File: config.mk
export PLATFORM = sky130hd
export DESIGN_NAME = audio_frame_cobs_crc_decoder_flat
export DESIGN_NICKNAME = d
export VERILOG_FILES = /design/src/rtl/afcd_pkg.sv /design/src/rtl/afcd_stream_if.sv /design/src/rtl/audio_frame_cobs_crc_decoder.sv /design/src/rtl/afcd_decoder.sv /design/src/rtl/afcd_result_fifo.sv /design/src/flat_wrapper.sv
export VERILOG_INCLUDE_DIRS = /design/src /design/src/rtl
export SDC_FILE = /design/constraint.sdc
export NUM_CORES = 1
export LEC_CHECK = 0
export ABC_CLOCK_PERIOD_IN_PS = 17500
export BUFFER_PORTS_ARGS = -buffer_cell sky130_fd_sc_hd__buf_2
export CAP_MARGIN = 20
export CORE_MARGIN = 5
export CORE_UTILIZATION = 32
export DETAILED_ROUTE_END_ITERATION = 8
export GPL_ROUTABILITY_DRIVEN = 0
export HOLD_SLACK_MARGIN = 0.08
export PLACE_DENSITY = 0.52
export SLEW_MARGIN = 20
export SYNTH_ARGS = -nofsm -noshare
export SYNTH_HDL_FRONTEND = slang
export SYNTH_HIERARCHICAL = 1
export SYNTH_SLANG_ARGS = --single-unit
File: constraint.sdc
create_clock -name clk -period 17.5 [get_ports clk]
set_input_delay 5.25 -clock clk [delete_from_list [all_inputs] [get_ports clk]]
set_output_delay 5.25 -clock clk [all_outputs]
set_load 0.005 [all_outputs]
File: src/rtl/audio_frame_cobs_crc_decoder_assert.svh
// Assertion macros shared by the audio frame COBS/CRC decoder modules.
// Standalone header; included by the modules that carry assertions.
`ifndef AUDIO_FRAME_COBS_CRC_DECODER_ASSERT_SVH
`define AUDIO_FRAME_COBS_CRC_DECODER_ASSERT_SVH

// Same-cycle implication, disabled while reset is high.
`define AFCD_ASSERT_IMP(label, clk, rst, pre, post) \
  label: assert property (@(posedge clk) disable iff (rst) (pre) |-> (post)) \
    else $error("afcd assertion failed");

// Next-cycle implication, disabled while reset is high.
`define AFCD_ASSERT_NEXT(label, clk, rst, pre, post) \
  label: assert property (@(posedge clk) disable iff (rst) (pre) |=> (post)) \
    else $error("afcd assertion failed");

`endif

File: src/rtl/afcd_pkg.sv
// Types and constants of the audio frame COBS/CRC decoder.
// No dependencies; used by the RTL modules, checker and testbench.
`default_nettype none

package afcd_pkg;

  typedef logic [0:0] cfg_index_t;

  localparam cfg_index_t CFG_PACKET_TYPE = 1'b0;
  localparam cfg_index_t CFG_MAX_PAYLOAD = 1'b1;

  localparam logic [7:0] PACKET_TYPE_RESET = 8'h01;
  localparam logic [7:0] MAX_PAYLOAD_RESET = 8'hFF;

  localparam logic [15:0] CRC_INIT = 16'hFFFF;
  localparam logic [15:0] CRC_POLY = 16'h1021;
  localparam logic [7:0]  CODE_FULL_GROUP = 8'hFF;

  localparam int HEADER_BYTES = 9;
  localparam int MIN_RAW_BYTES = 11;
  // Width that holds any raw byte count plus header length arithmetic.
  localparam int CNT_CMP_W = 10;

  localparam logic [2:0] ST_OK        = 3'd0;
  localparam logic [2:0] ST_ZERO_MAX  = 3'd1;
  localparam logic [2:0] ST_COBS      = 3'd2;
  localparam logic [2:0] ST_SHORT     = 3'd3;
  localparam logic [2:0] ST_CRC       = 3'd4;
  localparam logic [2:0] ST_TYPE      = 3'd5;
  localparam logic [2:0] ST_LENGTH    = 3'd6;
  localparam logic [2:0] ST_TOO_LONG  = 3'd7;

  localparam int RESULT_DEPTH = 4;
  localparam int RESULT_PTR_W = 2;
  localparam int RESULT_CNT_W = 3;

  typedef struct packed {
    logic [7:0] enc_byte;
    logic       frame_end;
  } enc_item_t;

  typedef struct packed {
    logic               is_status;
    logic [7:0]         payload_byte;
    logic [2:0]         status;
    logic [15:0]        sequence_res;
    logic [15:0]        sample_total;
    logic signed [15:0] predictor;
    logic signed [7:0]  step_index;
    logic [7:0]         payload_len;
    logic               last;
  } result_t;

  typedef struct packed {
    logic pay;
    logic stat;
  } push_t;

endpackage

`default_nettype wire

File: src/rtl/afcd_stream_if.sv
// Valid/ready stream channel used for the encoded input and the results.
// The payload type is set per instance; no other dependencies.
`default_nettype none

interface afcd_stream_if #(
  parameter type payload_t = logic
) ();
  logic     valid;
  logic     ready;
  payload_t payload;

  modport source (output valid, output payload, input ready);
  modport sink (input valid, input payload, output ready);
endinterface

`default_nettype wire

File: src/rtl/audio_frame_cobs_crc_decoder.sv
// Top level of the audio frame COBS/CRC decoder.
// Depends on afcd_pkg, afcd_stream_if, afcd_decoder and afcd_result_fifo.
// One encoded byte is taken per cycle: COBS group counting, the byte-wide
// CRC-16 update and header capture settle in the same cycle, and each byte
// is accepted while the four-entry result queue holds at most two results.
// A byte yields at most one payload byte, and a byte with frame_end also
// yields the frame status, so a frame-closing byte can put two results in
// the queue, which drains one result per cycle while res.ready is high.
// Payload bytes come out as they decode, ahead of the status; keep them
// only when the status is ok. There is no clearing pass after reset.
`default_nettype none

module audio_frame_cobs_crc_decoder #(
  parameter int RAW_BUFFER_BYTES = 256
) (
  input  wire logic                 clk,
  input  wire logic                 rst,
  input  wire logic                 cfg_we,
  input  wire afcd_pkg::cfg_index_t cfg_index,
  input  wire logic [7:0]           cfg_data,
  afcd_stream_if.sink               enc,
  afcd_stream_if.source             res
);

  afcd_pkg::push_t   push;
  afcd_pkg::result_t pay_res;
  afcd_pkg::result_t stat_res;
  afcd_pkg::result_t out_data;
  logic              space;
  logic              out_valid;
  logic              accept;

  assign enc.ready   = space;
  assign accept      = enc.valid && space;
  assign res.valid   = out_valid;
  assign res.payload = out_data;

  afcd_decoder #(
    .RAW_BUFFER_BYTES(RAW_BUFFER_BYTES)
  ) u_decoder (
    .clk      (clk),
    .rst      (rst),
    .cfg_we   (cfg_we),
    .cfg_index(cfg_index),
    .cfg_data (cfg_data),
    .accept   (accept),
    .item     (enc.payload),
    .push     (push),
    .pay_res  (pay_res),
    .stat_res (stat_res)
  );

  afcd_result_fifo u_result_fifo (
    .clk      (clk),
    .rst      (rst),
    .push     (push),
    .pay_res  (pay_res),
    .stat_res (stat_res),
    .space    (space),
    .out_valid(out_valid),
    .out_ready(res.ready),
    .out_data (out_data)
  );

endmodule

`default_nettype wire

File: src/rtl/afcd_decoder.sv
// COBS decode, CRC-16 check, header capture and end-of-frame status.
// Depends on afcd_pkg and the assertion macro header.
`default_nettype none
`include "audio_frame_cobs_crc_decoder_assert.svh"

module afcd_decoder #(
  parameter int RAW_BUFFER_BYTES = 256
) (
  input  wire logic                clk,
  input  wire logic                rst,
  input  wire logic                cfg_we,
  input  wire afcd_pkg::cfg_index_t cfg_index,
  input  wire logic [7:0]          cfg_data,
  input  wire logic                accept,
  input  wire afcd_pkg::enc_item_t item,
  output afcd_pkg::push_t          push,
  output afcd_pkg::result_t        pay_res,
  output afcd_pkg::result_t        stat_res
);

  localparam int CW = $clog2(RAW_BUFFER_BYTES + 1);
  localparam int CmpW = afcd_pkg::CNT_CMP_W;

  logic [7:0]    packet_type_code;
  logic [7:0]    max_payload;
  logic [7:0]    group_left, group_left_next;
  logic [7:0]    group_code, group_code_next;
  logic          zero_owed, zero_owed_next;
  logic [CW-1:0] raw_count, raw_count_next;
  logic [15:0]   crc_acc, crc_acc_next;
  logic [7:0]    holdback0, holdback0_next;
  logic [7:0]    holdback1, holdback1_next;
  logic [7:0]    header_store [afcd_pkg::HEADER_BYTES];
  logic [7:0]    header_store_next [afcd_pkg::HEADER_BYTES];
  logic          decode_fault, decode_fault_next;

  logic          take;
  logic [7:0]    take_byte;
  logic          emit;
  logic [2:0]    status_code;
  logic [CmpW-1:0] raw_ext;
  logic [CmpW-1:0] expected_len;

  function automatic logic [15:0] crc16_byte(input logic [15:0] crc, input logic [7:0] b);
    logic [15:0] c;
    c = crc ^ {b, 8'h00};
    for (int k = 0; k < 8; k++) begin
      if (c[15]) begin
        c = {c[14:0], 1'b0} ^ afcd_pkg::CRC_POLY;
      end else begin
        c = {c[14:0], 1'b0};
      end
    end
    return c;
  endfunction

  always_comb begin
    group_left_next   = group_left;
    group_code_next   = group_code;
    zero_owed_next    = zero_owed;
    raw_count_next    = raw_count;
    crc_acc_next      = crc_acc;
    holdback0_next    = holdback0;
    holdback1_next    = holdback1;
    header_store_next = header_store;
    decode_fault_next = decode_fault;
    take              = 1'b0;
    take_byte         = item.enc_byte;
    emit              = 1'b0;

    if (!decode_fault) begin
      if (group_left == 8'h00) begin
        take_byte = 8'h00;
        if (item.enc_byte == 8'h00) begin
          decode_fault_next = 1'b1;
        end else if (zero_owed) begin
          zero_owed_next = 1'b0;
          take           = 1'b1;
        end
      end else begin
        take = 1'b1;
      end
    end

    if (take) begin
      if (raw_count >= CW'(RAW_BUFFER_BYTES)) begin
        decode_fault_next = 1'b1;
      end else begin
        if (raw_count >= CW'(2)) begin
          crc_acc_next = crc16_byte(crc_acc, holdback0);
          for (int i = 0; i < afcd_pkg::HEADER_BYTES; i++) begin
            if (raw_count == CW'(i + 2)) begin
              header_store_next[i] = holdback0;
            end
          end
          emit           = raw_count > CW'(afcd_pkg::HEADER_BYTES + 1);
          holdback0_next = holdback1;
          holdback1_next = take_byte;
        end else if (raw_count[0]) begin
          holdback1_next = take_byte;
        end else begin
          holdback0_next = take_byte;
        end
        raw_count_next = raw_count + CW'(1);
      end
    end

    if (!decode_fault && !decode_fault_next) begin
      if (group_left == 8'h00) begin
        group_code_next = item.enc_byte;
        group_left_next = item.enc_byte - 8'h01;
        if (item.enc_byte == 8'h01) begin
          zero_owed_next = 1'b1;
        end
      end else begin
        group_left_next = group_left - 8'h01;
        if (group_left == 8'h01) begin
          zero_owed_next = (group_code != afcd_pkg::CODE_FULL_GROUP);
        end
      end
    end
  end

  assign raw_ext      = CmpW'(raw_count_next);
  assign expected_len = CmpW'(afcd_pkg::MIN_RAW_BYTES) + CmpW'(header_store_next[5]);

  always_comb begin
    priority if (max_payload == 8'h00) begin
      status_code = afcd_pkg::ST_ZERO_MAX;
    end else if (decode_fault_next || group_left_next != 8'h00) begin
      status_code = afcd_pkg::ST_COBS;
    end else if (raw_ext < CmpW'(afcd_pkg::MIN_RAW_BYTES)) begin
      status_code = afcd_pkg::ST_SHORT;
    end else if ({holdback1_next, holdback0_next} != crc_acc_next) begin
      status_code = afcd_pkg::ST_CRC;
    end else if (header_store_next[0] != packet_type_code) begin
      status_code = afcd_pkg::ST_TYPE;
    end else if (expected_len != raw_ext) begin
      status_code = afcd_pkg::ST_LENGTH;
    end else if (header_store_next[5] > max_payload) begin
      status_code = afcd_pkg::ST_TOO_LONG;
    end else begin
      status_code = afcd_pkg::ST_OK;
    end
  end

  always_comb begin
    pay_res              = '0;
    pay_res.payload_byte = holdback0;

    stat_res              = '0;
    stat_res.is_status    = 1'b1;
    stat_res.status       = status_code;
    stat_res.sequence_res = {header_store_next[2], header_store_next[1]};
    stat_res.sample_total = {header_store_next[4], header_store_next[3]};
    stat_res.predictor    = {header_store_next[7], header_store_next[6]};
    stat_res.step_index   = header_store_next[8];
    stat_res.payload_len  = header_store_next[5];
    stat_res.last         = 1'b1;

    push.pay  = accept && emit;
    push.stat = accept && item.frame_end;
  end

  always_ff @(posedge clk) begin
    if (rst) begin
      packet_type_code <= afcd_pkg::PACKET_TYPE_RESET;
      max_payload      <= afcd_pkg::MAX_PAYLOAD_RESET;
    end else if (cfg_we) begin
      unique case (cfg_index)
        afcd_pkg::CFG_PACKET_TYPE: packet_type_code <= cfg_data;
        afcd_pkg::CFG_MAX_PAYLOAD: max_payload <= cfg_data;
        default: ;
      endcase
    end
  end

  always_ff @(posedge clk) begin
    if (rst || (accept && item.frame_end)) begin
      group_left   <= '0;
      group_code   <= '0;
      zero_owed    <= 1'b0;
      raw_count    <= '0;
      crc_acc      <= afcd_pkg::CRC_INIT;
      holdback0    <= '0;
      holdback1    <= '0;
      decode_fault <= 1'b0;
      for (int i = 0; i < afcd_pkg::HEADER_BYTES; i++) begin
        header_store[i] <= '0;
      end
    end else if (accept) begin
      group_left   <= group_left_next;
      group_code   <= group_code_next;
      zero_owed    <= zero_owed_next;
      raw_count    <= raw_count_next;
      crc_acc      <= crc_acc_next;
      holdback0    <= holdback0_next;
      holdback1    <= holdback1_next;
      decode_fault <= decode_fault_next;
      header_store <= header_store_next;
    end
  end

  `AFCD_ASSERT_NEXT(a_frame_end_clears, clk, rst, accept && item.frame_end,
                    raw_count == '0 && !decode_fault && group_left == 8'h00)
  `AFCD_ASSERT_IMP(a_raw_count_bound, clk, rst, 1'b1, raw_count <= CW'(RAW_BUFFER_BYTES))
  `AFCD_ASSERT_NEXT(a_fault_sticky, clk, rst, decode_fault && !(accept && item.frame_end),
                    decode_fault)
  `AFCD_ASSERT_IMP(a_payload_after_header, clk, rst, push.pay,
                   raw_count > CW'(afcd_pkg::HEADER_BYTES + 1) && !decode_fault)

endmodule

`default_nettype wire

File: src/rtl/afcd_result_fifo.sv
// Small result queue: takes up to two results per cycle, one out when read.
// Depends on afcd_pkg and the assertion macro header.
`default_nettype none
`include "audio_frame_cobs_crc_decoder_assert.svh"

module afcd_result_fifo (
  input  wire logic              clk,
  input  wire logic              rst,
  input  wire afcd_pkg::push_t   push,
  input  wire afcd_pkg::result_t pay_res,
  input  wire afcd_pkg::result_t stat_res,
  output logic                   space,
  output logic                   out_valid,
  input  wire logic              out_ready,
  output afcd_pkg::result_t      out_data
);

  localparam int PW = afcd_pkg::RESULT_PTR_W;
  localparam int NW = afcd_pkg::RESULT_CNT_W;

  afcd_pkg::result_t mem [afcd_pkg::RESULT_DEPTH];
  logic [PW-1:0] wr_ptr, wr_ptr_next;
  logic [PW-1:0] rd_ptr;
  logic [PW-1:0] stat_ptr;
  logic [NW-1:0] count;
  logic          pop;

  assign pop       = out_valid && out_ready;
  assign out_valid = count != '0;
  assign out_data  = mem[rd_ptr];
  assign space     = count <= NW'(afcd_pkg::RESULT_DEPTH - 2);
  assign stat_ptr  = push.pay ? wr_ptr + PW'(1) : wr_ptr;
  assign wr_ptr_next = wr_ptr + PW'(push.pay) + PW'(push.stat);

  always_ff @(posedge clk) begin
    if (push.pay) begin
      mem[wr_ptr] <= pay_res;
    end
    if (push.stat) begin
      mem[stat_ptr] <= stat_res;
    end
  end

  always_ff @(posedge clk) begin
    if (rst) begin
      wr_ptr <= '0;
      rd_ptr <= '0;
      count  <= '0;
    end else begin
      wr_ptr <= wr_ptr_next;
      if (pop) begin
        rd_ptr <= rd_ptr + PW'(1);
      end
      count <= count + NW'(push.pay) + NW'(push.stat) - NW'(pop);
    end
  end

  `AFCD_ASSERT_IMP(a_count_bound, clk, rst, 1'b1, count <= NW'(afcd_pkg::RESULT_DEPTH))
  `AFCD_ASSERT_IMP(a_push_has_room, clk, rst, push.pay || push.stat,
                   count <= NW'(afcd_pkg::RESULT_DEPTH - 2))
  `AFCD_ASSERT_NEXT(a_idle_holds, clk, rst, !pop && !push.pay && !push.stat,
                    count == $past(count) && rd_ptr == $past(rd_ptr))

endmodule

`default_nettype wire

File: src/flat_wrapper.sv
// flat-port wrapper written by rule: the top's interface ports become plain ports
module audio_frame_cobs_crc_decoder_flat import afcd_pkg::*;
#(
  parameter int RAW_BUFFER_BYTES = 256
)
  (clk, rst, cfg_we, cfg_index, cfg_data, enc_valid, enc_payload, enc_ready, res_valid, res_payload, res_ready);
  afcd_stream_if #(.payload_t(enc_item_t)) enc_i ();
  afcd_stream_if #(.payload_t(result_t)) res_i ();
  input  wire logic clk;
  input  wire logic rst;
  input  wire logic cfg_we;
  input  wire afcd_pkg::cfg_index_t cfg_index;
  input  wire logic [7:0] cfg_data;
  input wire logic [$bits(enc_i.valid)-1:0] enc_valid;
  input wire logic [$bits(enc_i.payload)-1:0] enc_payload;
  output wire logic [$bits(enc_i.ready)-1:0] enc_ready;
  output wire logic [$bits(res_i.valid)-1:0] res_valid;
  output wire logic [$bits(res_i.payload)-1:0] res_payload;
  input wire logic [$bits(res_i.ready)-1:0] res_ready;
  assign enc_i.valid = enc_valid;
  assign enc_i.payload = enc_payload;
  assign enc_ready = enc_i.ready;
  assign res_valid = res_i.valid;
  assign res_payload = res_i.payload;
  assign res_i.ready = res_ready;
  audio_frame_cobs_crc_decoder #(.RAW_BUFFER_BYTES(RAW_BUFFER_BYTES)) u_core (.clk(clk), .rst(rst), .cfg_we(cfg_we), .cfg_index(cfg_index), .cfg_data(cfg_data), .enc(enc_i), .res(res_i));
endmodule
---- Word level (Yosys, flattened, before mapping) ----
Memories as Yosys holds them, arrays and structs flattened. A register that Yosys moved wholly into a read port is not among the register bits.
Index checks and enable logic that the tools add are counted.
storage, ports and cells
  register bits after elaboration ......... 154
  input port bits ......................... 23
  bits in writable memories ............... 308
  memories ................................ 1
memory list
  name                      depth  bits a word  read ports  clocked after Yosys merged registers in  write ports  RTL line                text
  u_core.u_result_fifo.mem  4      77           1           1                                        2            afcd_result_fifo.sv:21  afcd_pkg::result_t mem [afcd_pkg::RESULT_DEPTH];
cells by class
  add/subtract/negate cells ............... 11
  muxes and demuxes ....................... 91
  order comparisons ....................... 6
  equal/unequal tests ..................... 15
  bitwise operators ....................... 10
  reductions and logical operators ........ 17
operators with widths
  kind                                                            number
  two-way mux 16 bit                                              24
  two-way mux 72 bit                                              3
  two-way mux 8 bit                                               21
  two-way mux 13 bit                                              8
  == test 9 x 3 -> 1 bit (second input constant)                  4
  == test 9 x 4 -> 1 bit (second input constant)                  3
  logical NOT 8 bit                                               3
  inverter 3 bit                                                  8
  two-way mux 1 bit                                               23
  two-way mux 3 bit                                               7
  == test 9 x 2 -> 1 bit (second input constant)                  2
  two-way mux 9 bit                                               2
  == test 8 x 1 -> 1 bit (second input constant)                  2
  inequality test 16 bit                                          1
  subtractor 8 x 1 -> 8 bit (second input constant)               2
  bitwise XOR 16 bit                                              1
  adder 4 x 8 -> 9 bit (first input constant)                     1
  adder 9 x 1 -> 9 bit (second input constant)                    1
  >= comparator 9 x 2 -> 1 bit (second input constant)            1
  >= comparator 9 bit (second input constant)                     1
  greater-than comparator 9 x 4 -> 1 bit (second input constant)  1
  < comparator 9 x 4 -> 1 bit (second input constant)             1
  inequality test 9 bit                                           1
  greater-than comparator 8 bit                                   1
  other kinds (16)                                                28

---- Depth between registers and ports, before layout ----
  depth in word-level cells ............... 46
  gate-level depth with buffers ........... 22

---- By module ----
Netlist, hierarchy kept.
by module, submodules not included
  module                        instances  cells each  area an instance (µm²)
  afcd_result_fifo              1          805         15344.7
  afcd_decoder                  1          1276        9914.5
  audio_frame_cobs_crc_decoder  1          1           6.3

---- Worst setup path after synthesis ----
OpenSTA, ideal clock, no wires.
  path kind ............................... input to register
  start ................................... input port enc_payload[1]
  end ..................................... memory u_core/u_result_fifo/mem[1][0] (netlist name), enable pin
  setup slack ............................. 6.987 ns
  cell stages on the path ................. 18
  buffers on the path ..................... 7
  setup time .............................. 0.775 ns
  required time ........................... 16.725 ns
  arrival time ............................ 9.738 ns
  cell sequence ........................... inv_1 -> ha_1 -> or3b_1 -> buf_2 -> o21ai_2 -> a21o_1 -> buf_2 -> buf_2 -> nor2_1 -> nand2_1 -> clkbuf_1 -> a21oi_1 -> buf_2 -> and2b_1 -> a31oi_2 -> buf_6 -> buf_6 -> nand2_1
RTL lines
  item                RTL line                text
  start: declaration  flat_wrapper.sv:15      input wire logic [$bits(enc_i.payload)-1:0] enc_payload;
  end: declaration    afcd_result_fifo.sv:21

==> results_dict.tcl <==
set metrics [dict create \
    outcome "complete, no violations" \
    htree_levels 2 \
    ios 102 \
    area_delta_synth_final_pct 9.939 \
    setup-tns-final_ns 0 \
    die-area_mm2 0.08468 \
    cts_buffer_depth 3 \
    firstDrtPassIters 5 \
    viasPerCell 5.049 \
    synth.distinct_cells 76 \
    power_frac_comb_pct 36.6 \
    post_cts_buffers 0 \
    ant_nets 0 \
    core_area_mm2 0.07861 \
    path_max_fanout 48 \
    start_kind "primary input" \
    p_per_area_mw_per_mm2 144.4 \
    dpl.cell_count 3071 \
    vdd_drop_max_mv 0.09718 \
    drive_gt1_share_pct 28.96 \
    path_clk_slew_ns 0.06 \
    place_hpwl_um 40340 \
    nets 2125 \
    max_cap_viol_count 0 \
    p_leak_nw 9.643 \
    drt-wirelength-per-cell_um 21.15 \
    syn_inst 2082 \
    yosys_warnings 6 \
    fmax_mhz 94.06 \
    cts_resized 0 \
    skew_ns 0.02524 \
    clkLatencyLatePin_ns 0.61 \
    grt_max_degree 77 \
    ys_ff_latch 464 \
    die_y_um 291.0 \
    async_flop_share_pct 0 \
    crit_type "in2reg" \
    worst_ep_arrival_time_ns 10.85 \
    seq_power_share_pct 35.1 \
    maxSlewHeadroom_pct 30.33 \
    clockRootBuffer "clkbuf_16" \
    p_int_mw 2.533 \
    die_width_um 291.0 \
    drc 0 \
    final_cell_mix "edfxtp_1, mux2_2, nand2_1" \
    seq_area_frac_synth_pct 48.97 \
    rsz0062_at_grt "false" \
    syn_area_mm2 0.02527 \
    grt_overflow 0 \
    hold_buffers 0 \
    hold_slack_ns 0.4622 \
    cts_tree "built" \
    place_area_mm2 0.02599 \
    hold_class "reg2reg" \
    rows 103 \
    finalSetupViolCount 0 \
    switchingPower_mw 1.478 \
    grt_pass1_vias 16590 \
    fin_crit_sh_pct 60.75 \
    num_vias 16010 \
    endpoint_kind "register" \
    avgSynthCellArea_um2 12.14 \
    drt-total-wl_um 67040 \
    port-buffer-count 101 \
    final_common_cell "edfxtp_1" \
    synth_flop_cell "edfxtp_1" \
    p_clk_share_pct 28.3 \
    start_util_pct 32.14 \
    period_minus_slack_ns 10.63 \
    finalNonFillerCells 3170 \
    required_ns 17.72 \
    switching_share_pct 36.84 \
    grt_usage_pct 15.46 \
    grt_pass1_wl_um 102800 \
    cts.sink_count 464 \
    n_antenna_cell 0 \
    antenna_found_initial 4 \
    stdcell_area_mm2 0.02778 \
    drv_slew 0 \
    worst_pin_slew_ns 1.045 \
    cts_buffers 53 \
    drt_iter0_markers 1027 \
    hold_violations 0 \
    synth_edf_count 308 \
]
power groups by stage:
stage          Clock (mW)  Sequential (mW)  Combinational, mW
2_1_floorplan           0             1.37               1.08
4_1_cts              1.17             1.41               1.48
6_report             1.14             1.41               1.47
5_1_grt              1.21             1.43               1.61
3_3_place_gp            0             1.43               1.46
3_5_place_dp            0             1.43               1.47
cell type report:
type,count,area [um2]
clock buffers,57,1351
clock inverters,42,424.2
fillers,7750,50840
inverters,35,131.4
multi-input cells,1388,11420
flip-flops and latches,464,12380
well taps,1050,1314
repair buffers,134,753.2
cell usage after synthesis, types with 13 or more instances:
| library cell | count | area, um2 |
|---|---|---|
| a211oi_1 | 27 | 202.7 |
| a21oi_1 | 75 | 375.4 |
| and3_1 | 13 | 81.33 |
| buf_2 | 34 | 170.2 |
| buf_4 | 157 | 1179 |
| clkbuf_1 | 65 | 244.0 |
| dfxtp_1 | 156 | 3123 |
| edfxtp_1 | 308 | 9249 |
| ha_1 | 23 | 287.8 |
| inv_1 | 33 | 123.9 |
| mux2_1 | 61 | 686.9 |
| mux2_2 | 293 | 3299 |
| mux2i_1 | 47 | 470.5 |
| mux4_2 | 77 | 1734 |
| nand2_1 | 160 | 600.6 |
| nand3_1 | 30 | 150.1 |
| nand4_1 | 13 | 81.33 |
| nor2_1 | 148 | 555.5 |
| nor3_1 | 54 | 270.3 |
| o21ai_0 | 50 | 250.2 |
| xnor2_1 | 48 | 420.4 |
| xor2_1 | 24 | 210.2 |
state kept, by name (all words and copies together) (netlist names), 2 cells and up, named ones only:
signal                             flops
u_core/u_decoder/header_store         72
u_core/u_result_fifo/mem             308
u_core/u_result_fifo/count             3
u_core/u_decoder/crc_acc              16
u_core/u_result_fifo/rd_ptr            2
u_core/u_decoder/holdback0             8
u_core/u_decoder/group_left            8
u_core/u_decoder/packet_type_code      8
u_core/u_decoder/holdback1             8
u_core/u_result_fifo/wr_ptr            2
u_core/u_decoder/max_payload           8
u_core/u_decoder/group_code            8
u_core/u_decoder/raw_count             9
metal layers:
layer  track usage [%]  wire [um]  up-vias
met2             26.33      32980      302
met3             1.946       2339       74
met5                 0          0        -
li1                  -          -     7498
met4             3.897       1284        0
met1             21.04      30440     8131
logic make-up (layout without fill, tap and decap cells):
| group | after synthesis | in the layout | share of synthesized area (%) |
|---|---|---|---|
| flops | 464 | 464 | 48.97 |
| fa+ha+maj | 26 | 26 | 1.377 |
| xor+xnor | 73 | 73 | 2.585 |
| other cells | 2 | 79 | 0.02972 |
| compound gates | 246 | 246 | 6.453 |
| simple gates | 486 | 486 | 8.815 |
| buf+inv | 307 | 268 | 7.270 |
| mux | 478 | 478 | 24.50 |
stage by stage:
stage                     setup WS, ns  power [mW]  util [%]
after floorplan                  6.987       2.446         -
after global placement           6.520       2.892     33.07
after detailed placement         6.229       2.905     33.07
after CTS                        6.881       4.062     35.33
after global routing             6.525       4.247     35.33
final                            6.869       4.011     35.33
critical path, stage by stage:
cell,delay [ns]
buf_2,0.15
inv_1,0.09
ha_1,0.22
or3b_1,0.26
o21ai_2,0.19
a21o_1,0.22
buf_4,0.26
nor2_1,0.50
nand2_1,0.51
a21oi_1,0.81
nand2_1,0.30
o22ai_4,0.79
a21o_4,0.49
buf_4,0.73
worst paths after layout:
kind	startpoint	endpoint	slack, ns	depth (start not counted)
worst max-delay path	enc_payload[1]	u_core/u_result_fifo/mem[3][67]$_DFFE_PP_	6.87	14
worst min register to register	u_core/u_decoder/group_code[0]$_SDFFE_PP0P_	u_core/u_decoder/group_code[0]$_SDFFE_PP0P_	0.46	2
worst min-delay path	u_core/u_decoder/group_code[0]$_SDFFE_PP0P_	u_core/u_decoder/group_code[0]$_SDFFE_PP0P_	0.46	2
worst max register to register	u_core/u_decoder/group_left[0]$_SDFFE_PP0P_	u_core/u_result_fifo/mem[3][67]$_DFFE_PP_	11.18	13
Note: power is estimated with default switching activity, not from simulation.
